$ cat config.mk
export PLATFORM = sky130hd
export DESIGN_NAME = wash_sequence_controller_flat
export DESIGN_NICKNAME = d
export VERILOG_FILES = /design/src/wsc_pkg.sv /design/src/wsc_in_if.sv /design/src/wsc_out_if.sv /design/src/wsc_core.sv /design/src/wash_sequence_controller.sv /design/src/flat_wrapper.sv
export VERILOG_INCLUDE_DIRS = /design/src /design/src/src
export SDC_FILE = /design/constraint.sdc
export NUM_CORES = 1
export LEC_CHECK = 0
export BUFFER_PORTS_ARGS = -buffer_cell sky130_fd_sc_hd__buf_2
export CAP_MARGIN = 0
export CORE_ASPECT_RATIO = 1.75
export CORE_UTILIZATION = 40
export CTS_CLUSTER_SIZE = 10
export DETAILED_ROUTE_END_ITERATION = 10
export SLEW_MARGIN = 25
export SYNTH_ARGS = -nofsm -noshare
export SYNTH_HDL_FRONTEND = slang
export SYNTH_HIERARCHICAL = 1
export SYNTH_SLANG_ARGS = --single-unit
$ cat constraint.sdc
create_clock -name clk -period 9.6 [get_ports clk]
set_input_delay 0.96 -clock clk [delete_from_list [all_inputs] [get_ports clk]]
set_output_delay 0.96 -clock clk [all_outputs]
set_load 0.01 [all_outputs]
$ cat src/wash_sequence_controller_defines.svh
// Assertion macros used by the wash sequence controller top level.
`ifndef WASH_SEQUENCE_CONTROLLER_DEFINES_SVH
`define WASH_SEQUENCE_CONTROLLER_DEFINES_SVH

// Same-cycle implication, clocked on clk and disabled while arst_n is low.
`define WSC_ASSERT_IMPL(name, ante, cons, msg) \
	name: assert property (@(posedge clk) disable iff (!arst_n) (ante) |-> (cons)) \
		else $error(msg);

// Next-cycle implication, clocked on clk and disabled while arst_n is low.
`define WSC_ASSERT_NEXT(name, ante, cons, msg) \
	name: assert property (@(posedge clk) disable iff (!arst_n) (ante) |=> (cons)) \
		else $error(msg);

`endif

$ cat src/wsc_pkg.sv
// Types, codes and constants of the wash sequence controller.
package wsc_pkg;

	typedef enum logic [2:0] {
		PH_IDLE = 3'd0,
		PH_FWD  = 3'd1,
		PH_PUMP = 3'd2,
		PH_BACK = 3'd3,
		PH_WEAK = 3'd4,
		PH_DRY  = 3'd5
	} phase_t;

	localparam logic [1:0] CMD_TICK = 2'd0;
	localparam logic [1:0] CMD_KEY  = 2'd1;
	localparam logic [1:0] CMD_SEAT = 2'd2;

	localparam logic [3:0] KEY_STOP     = 4'd0;
	localparam logic [3:0] KEY_WASH     = 4'd1;
	localparam logic [3:0] KEY_RINSE    = 4'd2;
	localparam logic [3:0] KEY_DRY      = 4'd3;
	localparam logic [3:0] KEY_POS_DOWN = 4'd4;
	localparam logic [3:0] KEY_POS_UP   = 4'd5;
	localparam logic [3:0] KEY_HEAT     = 4'd7;
	localparam logic [3:0] KEY_PRES_DN  = 4'd8;
	localparam logic [3:0] KEY_PRES_UP  = 4'd9;
	localparam logic [3:0] KEY_BEEP     = 4'd12;

	localparam logic [1:0] MOT_STILL = 2'd0;
	localparam logic [1:0] MOT_FWD   = 2'd1;
	localparam logic [1:0] MOT_BACK  = 2'd2;

	localparam int unsigned CFG_COUNT = 7;
	localparam int unsigned CFG_IDX_W = 3;
	localparam logic [CFG_IDX_W-1:0] CFG_RINSE_BASE = 3'd0;
	localparam logic [CFG_IDX_W-1:0] CFG_WASH_BASE  = 3'd1;
	localparam logic [CFG_IDX_W-1:0] CFG_STEP       = 3'd2;
	localparam logic [CFG_IDX_W-1:0] CFG_PUMP       = 3'd3;
	localparam logic [CFG_IDX_W-1:0] CFG_WEAK       = 3'd4;
	localparam logic [CFG_IDX_W-1:0] CFG_DRY        = 3'd5;
	localparam logic [CFG_IDX_W-1:0] CFG_BEEP       = 3'd6;

	localparam logic [15:0] HEAT_LIT_MS = 16'd1000;

	typedef struct packed {
		logic [15:0] rinse_travel_base;
		logic [15:0] wash_travel_base;
		logic [15:0] travel_step;
		logic [15:0] pump_time;
		logic [15:0] weak_time;
		logic [15:0] dry_time;
		logic [15:0] beep_time;
	} cfg_t;

	localparam cfg_t CFG_RESET = '{
		rinse_travel_base: 16'd1000,
		wash_travel_base:  16'd2000,
		travel_step:       16'd500,
		pump_time:         16'd5000,
		weak_time:         16'd1000,
		dry_time:          16'd3000,
		beep_time:         16'd100
	};

	typedef struct packed {
		logic [2:0] phase_code;
		logic [7:0] pump_duty;
		logic [1:0] nozzle_motion;
		logic       fan_on;
		logic       heater_on;
		logic       beep_on;
		logic [1:0] pressure_level;
		logic [1:0] heat_level;
		logic [1:0] phase_position;
		logic       manual_drying;
		logic       running;
	} res_t;

	function automatic logic [7:0] duty_lut(input logic [1:0] lvl);
		logic [7:0] d;
		unique case (lvl)
			2'd0: d = 8'd0;
			2'd1: d = 8'd64;
			2'd2: d = 8'd128;
			2'd3: d = 8'd255;
			default: d = 8'd0;
		endcase
		return d;
	endfunction

	function automatic logic [15:0] heat_dark_ms(input logic [1:0] setting);
		logic [15:0] t;
		unique case (setting)
			2'd1: t = 16'd1000;
			2'd2: t = 16'd2000;
			2'd3: t = 16'd3000;
			default: t = 16'd0;
		endcase
		return t;
	endfunction

endpackage

$ cat src/wsc_in_if.sv
// Event channel: one command, key code and seat level per transfer.
interface wsc_in_if;
	logic       valid;
	logic       ready;
	logic [1:0] command;
	logic [3:0] key_code;
	logic       seat_level;

	modport source(output valid, command, key_code, seat_level, input ready);
	modport sink(input valid, command, key_code, seat_level, output ready);
endinterface

$ cat src/wsc_out_if.sv
// Result channel: the controller outputs after one event per transfer.
interface wsc_out_if;
	logic       valid;
	logic       ready;
	logic [2:0] phase_code;
	logic [7:0] pump_duty;
	logic [1:0] nozzle_motion;
	logic       fan_on;
	logic       heater_on;
	logic       beep_on;
	logic [1:0] pressure_level;
	logic [1:0] heat_level;
	logic [1:0] phase_position;
	logic       manual_drying;
	logic       running;

	modport source(output valid, phase_code, pump_duty, nozzle_motion, fan_on, heater_on,
		beep_on, pressure_level, heat_level, phase_position, manual_drying, running,
		input ready);
	modport sink(input valid, phase_code, pump_duty, nozzle_motion, fan_on, heater_on,
		beep_on, pressure_level, heat_level, phase_position, manual_drying, running,
		output ready);
endinterface

$ cat src/wsc_core.sv
// Sequencer state register and the next-state logic for one event.
module wsc_core import wsc_pkg::*; (
	input  logic       clk,
	input  logic       arst_n,
	input  logic       step,
	input  logic [1:0] command,
	input  logic [3:0] key_code,
	input  logic       seat_level,
	input  cfg_t       cfg,
	output res_t       res
);

	typedef struct packed {
		phase_t      phase;
		logic [15:0] phase_elapsed;
		logic        stop_pending;
		logic        running;
		logic        wash_sel;
		logic [1:0]  nozzle_step;
		logic [1:0]  water_level;
		logic [1:0]  heat_setting;
		logic        dry_manual;
		logic [15:0] dry_elapsed;
		logic        seat_present;
		logic        fan;
		logic        heater_lit;
		logic [15:0] heater_elapsed;
		logic        beep_active;
		logic [15:0] beep_elapsed;
		logic [7:0]  duty;
	} st_t;

	localparam st_t ST_RESET = '{
		phase: PH_IDLE, phase_elapsed: 16'd0, stop_pending: 1'b0, running: 1'b0,
		wash_sel: 1'b0, nozzle_step: 2'd1, water_level: 2'd1, heat_setting: 2'd0,
		dry_manual: 1'b0, dry_elapsed: 16'd0, seat_present: 1'b0, fan: 1'b0,
		heater_lit: 1'b0, heater_elapsed: 16'd0, beep_active: 1'b0,
		beep_elapsed: 16'd0, duty: 8'd0
	};

	st_t st_q;
	st_t st_d;

	function automatic logic [15:0] sat_inc(input logic [15:0] v);
		return (v == 16'hFFFF) ? v : v + 16'd1;
	endfunction

	function automatic st_t beep_start(input st_t s);
		st_t r;
		r = s;
		r.beep_active = 1'b1;
		r.beep_elapsed = '0;
		return r;
	endfunction

	function automatic st_t go_phase(input st_t s, input phase_t p);
		st_t r;
		r = s;
		r.phase = p;
		r.phase_elapsed = '0;
		unique case (p)
			PH_IDLE: begin
				r.duty = '0;
				r.fan = 1'b0;
			end
			PH_PUMP: r.duty = duty_lut(s.water_level);
			PH_WEAK: r.duty = duty_lut(2'd1);
			PH_DRY: begin
				r.duty = '0;
				r.fan = 1'b1;
			end
			default: ;
		endcase
		return r;
	endfunction

	function automatic logic [15:0] travel_ms(input st_t s, input cfg_t c);
		logic [17:0] t;
		logic [17:0] extra;
		t = {2'b00, (s.wash_sel ? c.wash_travel_base : c.rinse_travel_base)};
		unique case (s.nozzle_step)
			2'd2: extra = {2'b00, c.travel_step};
			2'd3: extra = {1'b0, c.travel_step, 1'b0};
			default: extra = '0;
		endcase
		t = t + extra;
		return (t > 18'h0FFFF) ? 16'hFFFF : t[15:0];
	endfunction

	function automatic st_t halt_all(input st_t s);
		st_t r;
		r = beep_start(s);
		r.stop_pending = 1'b1;
		if (r.dry_manual) begin
			r.fan = 1'b0;
			r.dry_manual = 1'b0;
		end
		if (r.running) begin
			r.running = 1'b0;
			if (r.phase == PH_FWD || r.phase == PH_PUMP) begin
				r = go_phase(r, PH_BACK);
			end else begin
				r = go_phase(r, PH_IDLE);
			end
		end
		return r;
	endfunction

	function automatic st_t end_to_idle(input st_t s);
		st_t r;
		r = go_phase(s, PH_IDLE);
		r.stop_pending = 1'b0;
		return r;
	endfunction

	function automatic st_t do_tick(input st_t s, input cfg_t c);
		st_t r;
		logic [15:0] e;
		r = s;
		r.phase_elapsed = sat_inc(s.phase_elapsed);
		r.dry_elapsed = sat_inc(s.dry_elapsed);
		r.heater_elapsed = sat_inc(s.heater_elapsed);
		r.beep_elapsed = sat_inc(s.beep_elapsed);
		e = r.phase_elapsed;
		unique case (s.phase)
			PH_FWD: begin
				if (e >= travel_ms(r, c)) r = go_phase(r, PH_PUMP);
			end
			PH_PUMP: begin
				if (e >= c.pump_time) r = go_phase(r, PH_BACK);
			end
			PH_BACK: begin
				if (e >= travel_ms(r, c)) begin
					if (r.stop_pending) r = end_to_idle(r);
					else r = go_phase(r, PH_WEAK);
				end
			end
			PH_WEAK: begin
				if (r.stop_pending) r = end_to_idle(r);
				else if (e >= c.weak_time) r = go_phase(r, PH_DRY);
			end
			PH_DRY: begin
				if (r.stop_pending || e >= c.dry_time) r = end_to_idle(r);
			end
			default: ;
		endcase
		if (r.dry_manual && r.dry_elapsed >= c.dry_time) begin
			r.fan = 1'b0;
			r.dry_manual = 1'b0;
		end
		if (r.beep_active && r.beep_elapsed >= c.beep_time) r.beep_active = 1'b0;
		if (r.heat_setting == 2'd0) begin
			r.heater_lit = 1'b0;
		end else if (!r.heater_lit && r.heater_elapsed >= heat_dark_ms(r.heat_setting)) begin
			r.heater_lit = 1'b1;
			r.heater_elapsed = '0;
		end else if (r.heater_lit && r.heater_elapsed >= HEAT_LIT_MS) begin
			r.heater_lit = 1'b0;
			r.heater_elapsed = '0;
		end
		return r;
	endfunction

	function automatic st_t do_key(input st_t s, input logic [3:0] k);
		st_t r;
		logic in_pump;
		logic adjust;
		r = s;
		in_pump = (s.phase == PH_PUMP) || (s.phase == PH_WEAK);
		adjust = s.seat_present && s.running && in_pump;
		unique case (k)
			KEY_STOP: begin
				if (s.seat_present) r = halt_all(s);
			end
			KEY_WASH, KEY_RINSE: begin
				if (s.seat_present && s.phase == PH_IDLE) begin
					r = beep_start(s);
					r.running = 1'b1;
					r.wash_sel = (k == KEY_WASH);
					r = go_phase(r, PH_FWD);
				end
			end
			KEY_DRY: begin
				if (!s.dry_manual && s.seat_present) begin
					r = beep_start(s);
					r.fan = 1'b1;
					r.dry_manual = 1'b1;
					r.dry_elapsed = '0;
				end
			end
			KEY_POS_DOWN: begin
				if (adjust) begin
					r = beep_start(s);
					if (s.nozzle_step > 2'd1) r.nozzle_step = s.nozzle_step - 2'd1;
				end
			end
			KEY_POS_UP: begin
				if (adjust) begin
					r = beep_start(s);
					if (s.nozzle_step < 2'd3) r.nozzle_step = s.nozzle_step + 2'd1;
				end
			end
			KEY_HEAT: begin
				if (!s.dry_manual) begin
					r = beep_start(s);
					r.heat_setting = s.heat_setting + 2'd1;
				end
			end
			KEY_PRES_DN: begin
				if (!s.dry_manual && s.seat_present) begin
					r = beep_start(s);
					if (s.water_level > 2'd1) r.water_level = s.water_level - 2'd1;
				end
			end
			KEY_PRES_UP: begin
				if (!s.dry_manual && s.seat_present) begin
					r = beep_start(s);
					if (s.water_level < 2'd3) r.water_level = s.water_level + 2'd1;
				end
			end
			KEY_BEEP: r = beep_start(s);
			default: ;
		endcase
		return r;
	endfunction

	function automatic st_t do_seat(input st_t s, input logic lvl);
		st_t r;
		r = s;
		if (lvl && !s.seat_present) begin
			r = beep_start(s);
			r.seat_present = 1'b1;
		end else if (!lvl && s.seat_present) begin
			r = halt_all(s);
			r.seat_present = 1'b0;
		end
		return r;
	endfunction

	always_comb begin
		st_d = st_q;
		if (step) begin
			unique case (command)
				CMD_TICK: st_d = do_tick(st_q, cfg);
				CMD_KEY:  st_d = do_key(st_q, key_code);
				CMD_SEAT: st_d = do_seat(st_q, seat_level);
				default:  st_d = st_q;
			endcase
		end
	end

	always_ff @(posedge clk or negedge arst_n) begin
		if (!arst_n) begin
			st_q <= ST_RESET;
		end else begin
			st_q <= st_d;
		end
	end

	always_comb begin
		res.phase_code = st_d.phase;
		res.pump_duty = st_d.duty;
		unique case (st_d.phase)
			PH_FWD:  res.nozzle_motion = MOT_FWD;
			PH_BACK: res.nozzle_motion = MOT_BACK;
			default: res.nozzle_motion = MOT_STILL;
		endcase
		res.fan_on = st_d.fan;
		res.heater_on = st_d.heater_lit;
		res.beep_on = st_d.beep_active;
		res.pressure_level = st_d.water_level;
		res.heat_level = st_d.heat_setting;
		res.phase_position = st_d.nozzle_step;
		res.manual_drying = st_d.dry_manual;
		res.running = st_d.running;
	end

endmodule

$ cat src/wash_sequence_controller.sv
// Top level of the wash sequence controller: handshake, registers and result stage.
//
// Events enter on the item channel (command 0 tick, 1 key press, 2 seat sample)
// and each one yields exactly one transfer on the result channel, carrying all
// controller outputs as they stand after that event.
// A transfer takes place at a rising edge with valid and ready both high.
// An accepted event waits in an input register until the output register is empty or
// its result is being taken; it is then applied to the sequencer state, and its result
// is loaded into the output register at the same edge as the state update.
// One event per cycle is taken in sustained operation while the receiver takes each
// result; the state update of an event is made while it sits in the input register.
// When the receiver stalls, the result holds and one more event can wait in
// the input register; ready then drops until the result is taken.
// Timing registers are written through wr_en, wr_index and wr_data; the user must
// write them only while the block is idle, which the block itself does not enforce;
// an index past the last register is ignored. Reset clears both stages, restores the
// register defaults and puts the sequencer in idle with pressure and nozzle position one and heat off.
`include "wash_sequence_controller_defines.svh"

module wash_sequence_controller import wsc_pkg::*; (
	input  logic                 clk,
	input  logic                 arst_n,
	wsc_in_if.sink               item,
	wsc_out_if.source            result,
	input  logic                 wr_en,
	input  logic [CFG_IDX_W-1:0] wr_index,
	input  logic [15:0]          wr_data
);

	cfg_t       cfg_q;
	logic       v_s1;
	logic [1:0] cmd_s1;
	logic [3:0] key_s1;
	logic       seat_s1;
	logic       adv;
	logic       out_v_q;
	res_t       res_d;
	res_t       out_q;

	assign adv = v_s1 && (!out_v_q || result.ready);
	assign item.ready = !v_s1 || adv;

	always_ff @(posedge clk or negedge arst_n) begin
		if (!arst_n) begin
			cfg_q <= CFG_RESET;
		end else if (wr_en) begin
			unique case (wr_index)
				CFG_RINSE_BASE: cfg_q.rinse_travel_base <= wr_data;
				CFG_WASH_BASE:  cfg_q.wash_travel_base <= wr_data;
				CFG_STEP:       cfg_q.travel_step <= wr_data;
				CFG_PUMP:       cfg_q.pump_time <= wr_data;
				CFG_WEAK:       cfg_q.weak_time <= wr_data;
				CFG_DRY:        cfg_q.dry_time <= wr_data;
				CFG_BEEP:       cfg_q.beep_time <= wr_data;
				default: ;
			endcase
		end
	end

	always_ff @(posedge clk or negedge arst_n) begin
		if (!arst_n) begin
			v_s1 <= 1'b0;
			out_v_q <= 1'b0;
		end else begin
			if (item.valid && item.ready) v_s1 <= 1'b1;
			else if (adv) v_s1 <= 1'b0;
			if (adv) out_v_q <= 1'b1;
			else if (result.ready) out_v_q <= 1'b0;
		end
	end

	always_ff @(posedge clk) begin
		if (item.valid && item.ready) begin
			cmd_s1 <= item.command;
			key_s1 <= item.key_code;
			seat_s1 <= item.seat_level;
		end
		if (adv) out_q <= res_d;
	end

	wsc_core u_core (
		.clk        (clk),
		.arst_n     (arst_n),
		.step       (adv),
		.command    (cmd_s1),
		.key_code   (key_s1),
		.seat_level (seat_s1),
		.cfg        (cfg_q),
		.res        (res_d)
	);

	assign result.valid = out_v_q;
	assign result.phase_code = out_q.phase_code;
	assign result.pump_duty = out_q.pump_duty;
	assign result.nozzle_motion = out_q.nozzle_motion;
	assign result.fan_on = out_q.fan_on;
	assign result.heater_on = out_q.heater_on;
	assign result.beep_on = out_q.beep_on;
	assign result.pressure_level = out_q.pressure_level;
	assign result.heat_level = out_q.heat_level;
	assign result.phase_position = out_q.phase_position;
	assign result.manual_drying = out_q.manual_drying;
	assign result.running = out_q.running;

	`WSC_ASSERT_NEXT(a_s1_holds, v_s1 && !adv, v_s1 && $stable(cmd_s1), "stalled event lost")
	`WSC_ASSERT_NEXT(a_result_loads, adv, out_v_q, "applied event produced no result")
	`WSC_ASSERT_IMPL(a_phase_range, out_v_q, out_q.phase_code <= PH_DRY, "phase out of range")
	`WSC_ASSERT_IMPL(a_motion_phase, out_v_q && (out_q.nozzle_motion != MOT_STILL),
		(out_q.phase_code == PH_FWD) || (out_q.phase_code == PH_BACK), "motion outside travel")
	`WSC_ASSERT_IMPL(a_levels_nonzero, out_v_q,
		(out_q.pressure_level != 2'd0) && (out_q.phase_position != 2'd0), "level at zero")

endmodule
$ cat src/flat_wrapper.sv
// flat-port wrapper written by rule: the top's interface ports become plain ports
module wash_sequence_controller_flat import wsc_pkg::*;
  (clk, arst_n, wr_en, wr_index, wr_data, item_valid, item_command, item_key_code, item_seat_level, item_ready, result_valid, result_phase_code, result_pump_duty, result_nozzle_motion, result_fan_on, result_heater_on, result_beep_on, result_pressure_level, result_heat_level, result_phase_position, result_manual_drying, result_running, result_ready);
  wsc_in_if item_i ();
  wsc_out_if result_i ();
  input  logic clk;
  input  logic arst_n;
  input  logic wr_en;
  input  logic [CFG_IDX_W-1:0] wr_index;
  input  logic [15:0] wr_data;
  input wire logic [$bits(item_i.valid)-1:0] item_valid;
  input wire logic [$bits(item_i.command)-1:0] item_command;
  input wire logic [$bits(item_i.key_code)-1:0] item_key_code;
  input wire logic [$bits(item_i.seat_level)-1:0] item_seat_level;
  output wire logic [$bits(item_i.ready)-1:0] item_ready;
  output wire logic [$bits(result_i.valid)-1:0] result_valid;
  output wire logic [$bits(result_i.phase_code)-1:0] result_phase_code;
  output wire logic [$bits(result_i.pump_duty)-1:0] result_pump_duty;
  output wire logic [$bits(result_i.nozzle_motion)-1:0] result_nozzle_motion;
  output wire logic [$bits(result_i.fan_on)-1:0] result_fan_on;
  output wire logic [$bits(result_i.heater_on)-1:0] result_heater_on;
  output wire logic [$bits(result_i.beep_on)-1:0] result_beep_on;
  output wire logic [$bits(result_i.pressure_level)-1:0] result_pressure_level;
  output wire logic [$bits(result_i.heat_level)-1:0] result_heat_level;
  output wire logic [$bits(result_i.phase_position)-1:0] result_phase_position;
  output wire logic [$bits(result_i.manual_drying)-1:0] result_manual_drying;
  output wire logic [$bits(result_i.running)-1:0] result_running;
  input wire logic [$bits(result_i.ready)-1:0] result_ready;
  assign item_i.valid = item_valid;
  assign item_i.command = item_command;
  assign item_i.key_code = item_key_code;
  assign item_i.seat_level = item_seat_level;
  assign item_ready = item_i.ready;
  assign result_valid = result_i.valid;
  assign result_phase_code = result_i.phase_code;
  assign result_pump_duty = result_i.pump_duty;
  assign result_nozzle_motion = result_i.nozzle_motion;
  assign result_fan_on = result_i.fan_on;
  assign result_heater_on = result_i.heater_on;
  assign result_beep_on = result_i.beep_on;
  assign result_pressure_level = result_i.pressure_level;
  assign result_heat_level = result_i.heat_level;
  assign result_phase_position = result_i.phase_position;
  assign result_manual_drying = result_i.manual_drying;
  assign result_running = result_i.running;
  assign result_i.ready = result_ready;
  wash_sequence_controller u_core (.clk(clk), .arst_n(arst_n), .item(item_i), .result(result_i), .wr_en(wr_en), .wr_index(wr_index), .wr_data(wr_data));
endmodule
==> flow_results.org <==
** Status
- Result of the run :: completed

** Timing
- Setup repair after global routing missed its margin :: false
- Final hold violations :: 0
- In this run the tightest slew margin relative to its limit is approximately a third.
- Setup violations remaining at the end of the flow were counted as 0.
- At the pin with the least slew margin, the transition time is about 1.0 ns.
- After layout, the worst setup slack is 2.71 ns.
- Clock tree skew after final layout :: between 0.009 and 0.01 ns
- Derived from the worst setup path, the maximum achievable clock frequency is around 0.15 GHz.
- In the final timing run, aggregate negative setup slack is 0 ns.
- The smallest clock period supported by the final layout is computed as just under 7 ns.
- Final Max Tran Viols :: 0
- Ratio of final minimum period to clock period :: slightly above 70%

** Logic synthesis
- After synthesis, flip-flops and latches occupy a little under 40% of the total area.
- Counting flops and latches in the post-synthesis netlist gives between 200 and 250.
- Yosys warning count :: 6
- Async SR Flop Fraction :: between 80 and 90%
- Post-synthesis cell area :: 15,600 um^2
- Post-synth EDFFs :: 31
- Yosys mapped the design onto 96 distinct sky130hd cell types.
- Synthesis produced a netlist with a net count of about 1,700.
- Average cell area after synthesis :: between 10 and 15 um^2
- Among all flip-flop cells after synthesis, the most frequent one is sky130_fd_sc_hd__dfrtp_1.
- Post-synthesis instance total :: around 1,500

** Worst hold path
- Worst min path class :: in -> async

** CTS
- Clock root buffer :: sky130_fd_sc_hd__clkbuf_16
- Clock latency on the worst-skew pair :: around 0.55 ns
- Number of H-tree branching levels :: 1
- Number of sinks on the clock net :: 234
- Clock-pin slew was measured on the worst setup and hold paths at ~0.06 ns.
- Total setup buffers inserted after CTS :: 0
- The number of hold buffers added after CTS was 0.
- CTS buffer count :: 28
- Counting along the longest clock path gives a buffer depth of 3.
- PostCTS Resize Cnt :: 0
- CTS tree :: done

** Place
- The congestion estimate from routability-driven global placement came to slightly above 0.9.
- The number of placed instances, taps included, is slightly above 2,000.
- Quantity of I/O buffers inserted on ports :: 56
- Dpl hpwl :: between 30 and 40 mm
- Post-Place Worst Slack :: 2.84 ns

** Floorplanning
- In this run the core area contains 95 standard-cell rows.
- The die is roughly 150 um wide.
- Vert. Die Dim :: 263 um
- 57 I/O pins were placed.
- The core region is 38,400 um^2.
- Initial standard-cell utilization of the core :: about two fifths
- The die covers 39,800 um^2.

** Route
- In the routed design, unresolved DRC markers number 0.
- For this block, the via count after detailed routing is approximately 12,000.
- Iteration-0 DRC Markers :: slightly below 600
- Per-cell routed wire length :: around 20 um
- Number of vias per cell :: 5.76
- After detailed routing, the total wire length is 41.3 mm.
- Post-route ant nets :: 0
- Drt pass-1 iters :: 5

** GRT
- Number of global-route vias before repair :: around 12,000
- After global routing the overflow that remains totals 0.
- The first global-routing pass estimated 65.3 mm of wire.
- Entering global routing, the biggest net connects 80 pins.
- Initial antenna violation count :: 0
- Gr usage total :: between 20% and 30%

** Cells and area
- FF/Latch Area :: 6060 um^2
- The layout has about 3,700 filler cells.
- From synthesis to final layout, the design area changed by 9.34%.
- Area occupied by multi-input gates :: roughly 8700 um^2
- In the final layout, the share of cells above drive strength 1 is between 10% and 20%.
- NumNets Final :: 1,754
- Antenna cell count :: 0
- Once layout is complete, the cells apart from fillers number approximately 2,100.

** Power
- Peak supply drop :: 126 uV
- For this design the ratio of total power to cell area is a little over 200 nW/um^2.
- Leak pwr :: slightly below 0.008 uW
- Total power for the finished layout comes to approximately 3500 uW.

** Critical path
- The worst register-to-register path has a setup slack of 2.71 ns.
- In this run the worst path has a maximum fanout of 16.
- Capturing point of the worst reg2reg path :: u_core/result.pump_duty[3]$_DFFE_PP_
- Kind of capture point of the worst setup path :: flip-flop
- For this run, the slowest stage of the critical path takes around 0.86 ns.
- Data arrival at the endpoint of the critical path :: 7.30 ns
- Startpoint class of the critical path :: flip-flop
- R2R Path Start :: u_core/u_core/st_q[65]$_DFF_PN1_
- In this design, the critical path's most frequently occurring cell is sky130_fd_sc_hd__ha_1.
- The critical path is of the reg -> reg type.
- At the worst endpoint, the required time is ~10 ns.
- Worst reg2reg path depth :: 23
- For this design, the slowest cell found on the critical path is sky130_fd_sc_hd__nor4_1.
- Cell Chain, Critical Path :: inv_1 -> ha_1 -> nand2_1 -> nor2_1 -> ha_1 -> fa_1 -> a21o_1 -> a21oi_2 -> o21ai_1 -> a41o_1 -> a311oi_4 -> nor4b_2 -> nor3_2 -> nor3_1 -> ha_1 -> a21o_1 -> a31oi_1 -> o21ai_0 -> o221ai_1 -> o21ai_0 -> nand2_1 -> nor4_1 -> o211a_1

** Job
- Max-cap violations in this run came to 0.
## how the worst max path moves through the flow
| stage | slack [ns] | endpoint | depth (start not counted) | startpoint |
|---|---|---|---|---|
| after floorplan | 4.01 | u_core/result.pump_duty[0]$_DFFE_PP_ | 23 | u_core/u_core/st_q[65]$_DFF_PN1_ |
| after global placement | 2.98 | u_core/result.pump_duty[0]$_DFFE_PP_ | 23 | u_core/u_core/st_q[65]$_DFF_PN1_ |
| after detailed placement | 2.84 | u_core/result.pump_duty[4]$_DFFE_PP_ | 23 | u_core/u_core/st_q[65]$_DFF_PN1_ |
| after CTS | 2.83 | u_core/result.pump_duty[4]$_DFFE_PP_ | 23 | u_core/u_core/st_q[65]$_DFF_PN1_ |
| after global routing | 2.32 | u_core/result.pump_duty[0]$_DFFE_PP_ | 23 | u_core/u_core/st_q[65]$_DFF_PN1_ |
| final | 2.71 | u_core/result.pump_duty[3]$_DFFE_PP_ | 23 | u_core/u_core/st_q[65]$_DFF_PN1_ |
## cells by family (layout without fill, tap and decap cells)
logic type      count (synthesis)  after routing  synth area share (%)
simple gates                  427            427                  14.4
buf+inv                       177            229                  5.31
flops                         234            234                  38.9
fa+ha+maj                     144            144                  11.6
xor+xnor                       54             54                  3.03
compound gates                374            374                  16.6
mux                           139            139                  10.2
## placed cells by master (no fill, tap or decap), drive strengths merged, types with 34 or more instances in the layout
cell type  netlist  routed
nor3            41      41
o21ai           92      92
mux2           132     132
dfstp           41      41
clkbuf          41      51
dfrtp          162     162
nor2            87      87
xnor2           41      41
buf             27      67
nand2          112     112
a21oi           76      76
ha             143     143
inv            109     109
a21o            34      34
nand3           45      45
## through the flow
stage                     utilization [%]  instance area [um^2]  hold slack (ns)
after floorplan                         -                 15600            0.449
after CTS                            44.4                 17100            0.466
after global placement               42.2                 16200            0.459
after detailed placement             42.2                 16200            0.476
final                                44.4                 17100            0.427
after global routing                 44.4                 17100            0.479
## cell type report
| cell class | instances | share of cell area [%] |
|---|---|---|
| well taps | 485 | 3.56 |
| clock inverters | 2 | 0.205 |
| clock buffers | 50 | 4.83 |
| flip-flops and latches | 234 | 35.5 |
| multi-input cells | 1138 | 51.2 |
| repair buffers | 68 | 2.22 |
| inverters | 109 | 2.40 |
## worst max-delay path: cells and delay by family (launching register included)
kind | cells | cell delay (ns)
compound gates | 11 | 2.53
flops | 1 | 0.54
fa+ha+maj | 4 | 1.37
buf+inv | 1 | 0.08
simple gates | 7 | 2.20
## cells in the mapped netlist (11+ instances only)
master / n / area share [%]
sky130_fd_sc_hd__o21ai_0: 90 / 2.9
sky130_fd_sc_hd__inv_1: 109 / 2.6
sky130_fd_sc_hd__and3_1: 15 / 0.60
sky130_fd_sc_hd__a22o_1: 33 / 1.9
sky130_fd_sc_hd__nand2b_1: 17 / 0.68
sky130_fd_sc_hd__xnor2_1: 41 / 2.3
sky130_fd_sc_hd__and4_1: 11 / 0.62
sky130_fd_sc_hd__a31oi_1: 11 / 0.44
sky130_fd_sc_hd__nor3_1: 38 / 1.2
sky130_fd_sc_hd__o31ai_1: 28 / 1.3
sky130_fd_sc_hd__a21oi_1: 72 / 2.3
sky130_fd_sc_hd__ha_1: 143 / 11
sky130_fd_sc_hd__a211oi_1: 14 / 0.67
sky130_fd_sc_hd__nor2_1: 85 / 2.0
sky130_fd_sc_hd__a21o_1: 33 / 1.6
sky130_fd_sc_hd__nand2_1: 111 / 2.7
sky130_fd_sc_hd__edfxtp_1: 31 / 6.0
sky130_fd_sc_hd__dfrtp_1: 162 / 26
sky130_fd_sc_hd__nand4_1: 30 / 1.2
sky130_fd_sc_hd__xor2_1: 13 / 0.73
sky130_fd_sc_hd__o21a_1: 12 / 0.58
sky130_fd_sc_hd__buf_2: 14 / 0.45
sky130_fd_sc_hd__dfstp_2: 41 / 6.9
sky130_fd_sc_hd__clkbuf_1: 33 / 0.79
sky130_fd_sc_hd__mux2_2: 122 / 8.8
sky130_fd_sc_hd__nand3_1: 44 / 1.4
## power breakdown
group	internal (uW)	total (uW)	switching, uW
logic	474	1100	623
registers	1190	1340	149
clock network	601	1020	416
## registers in the layout (all words and copies together) (netlist names), 3 cells and up
name	flops
u_core/cfg_q	112
u_core/u_core/st_q	89
u_core/result.pump_duty	8
u_core/key_s1	4
u_core/result.phase_code	3
## metal layers
layer / wire length [um] / vias to the layer above / track usage, %
met1: 15600 / 5915 / 22.9
met3: 1230 / 86 / 1.70
met4: 1820 / 0 / 9.84
met2: 22700 / 277 / 39.8
met5: 0 / - / 0
li1: - / 5740 / -
(Power assumes the default switching activity.)
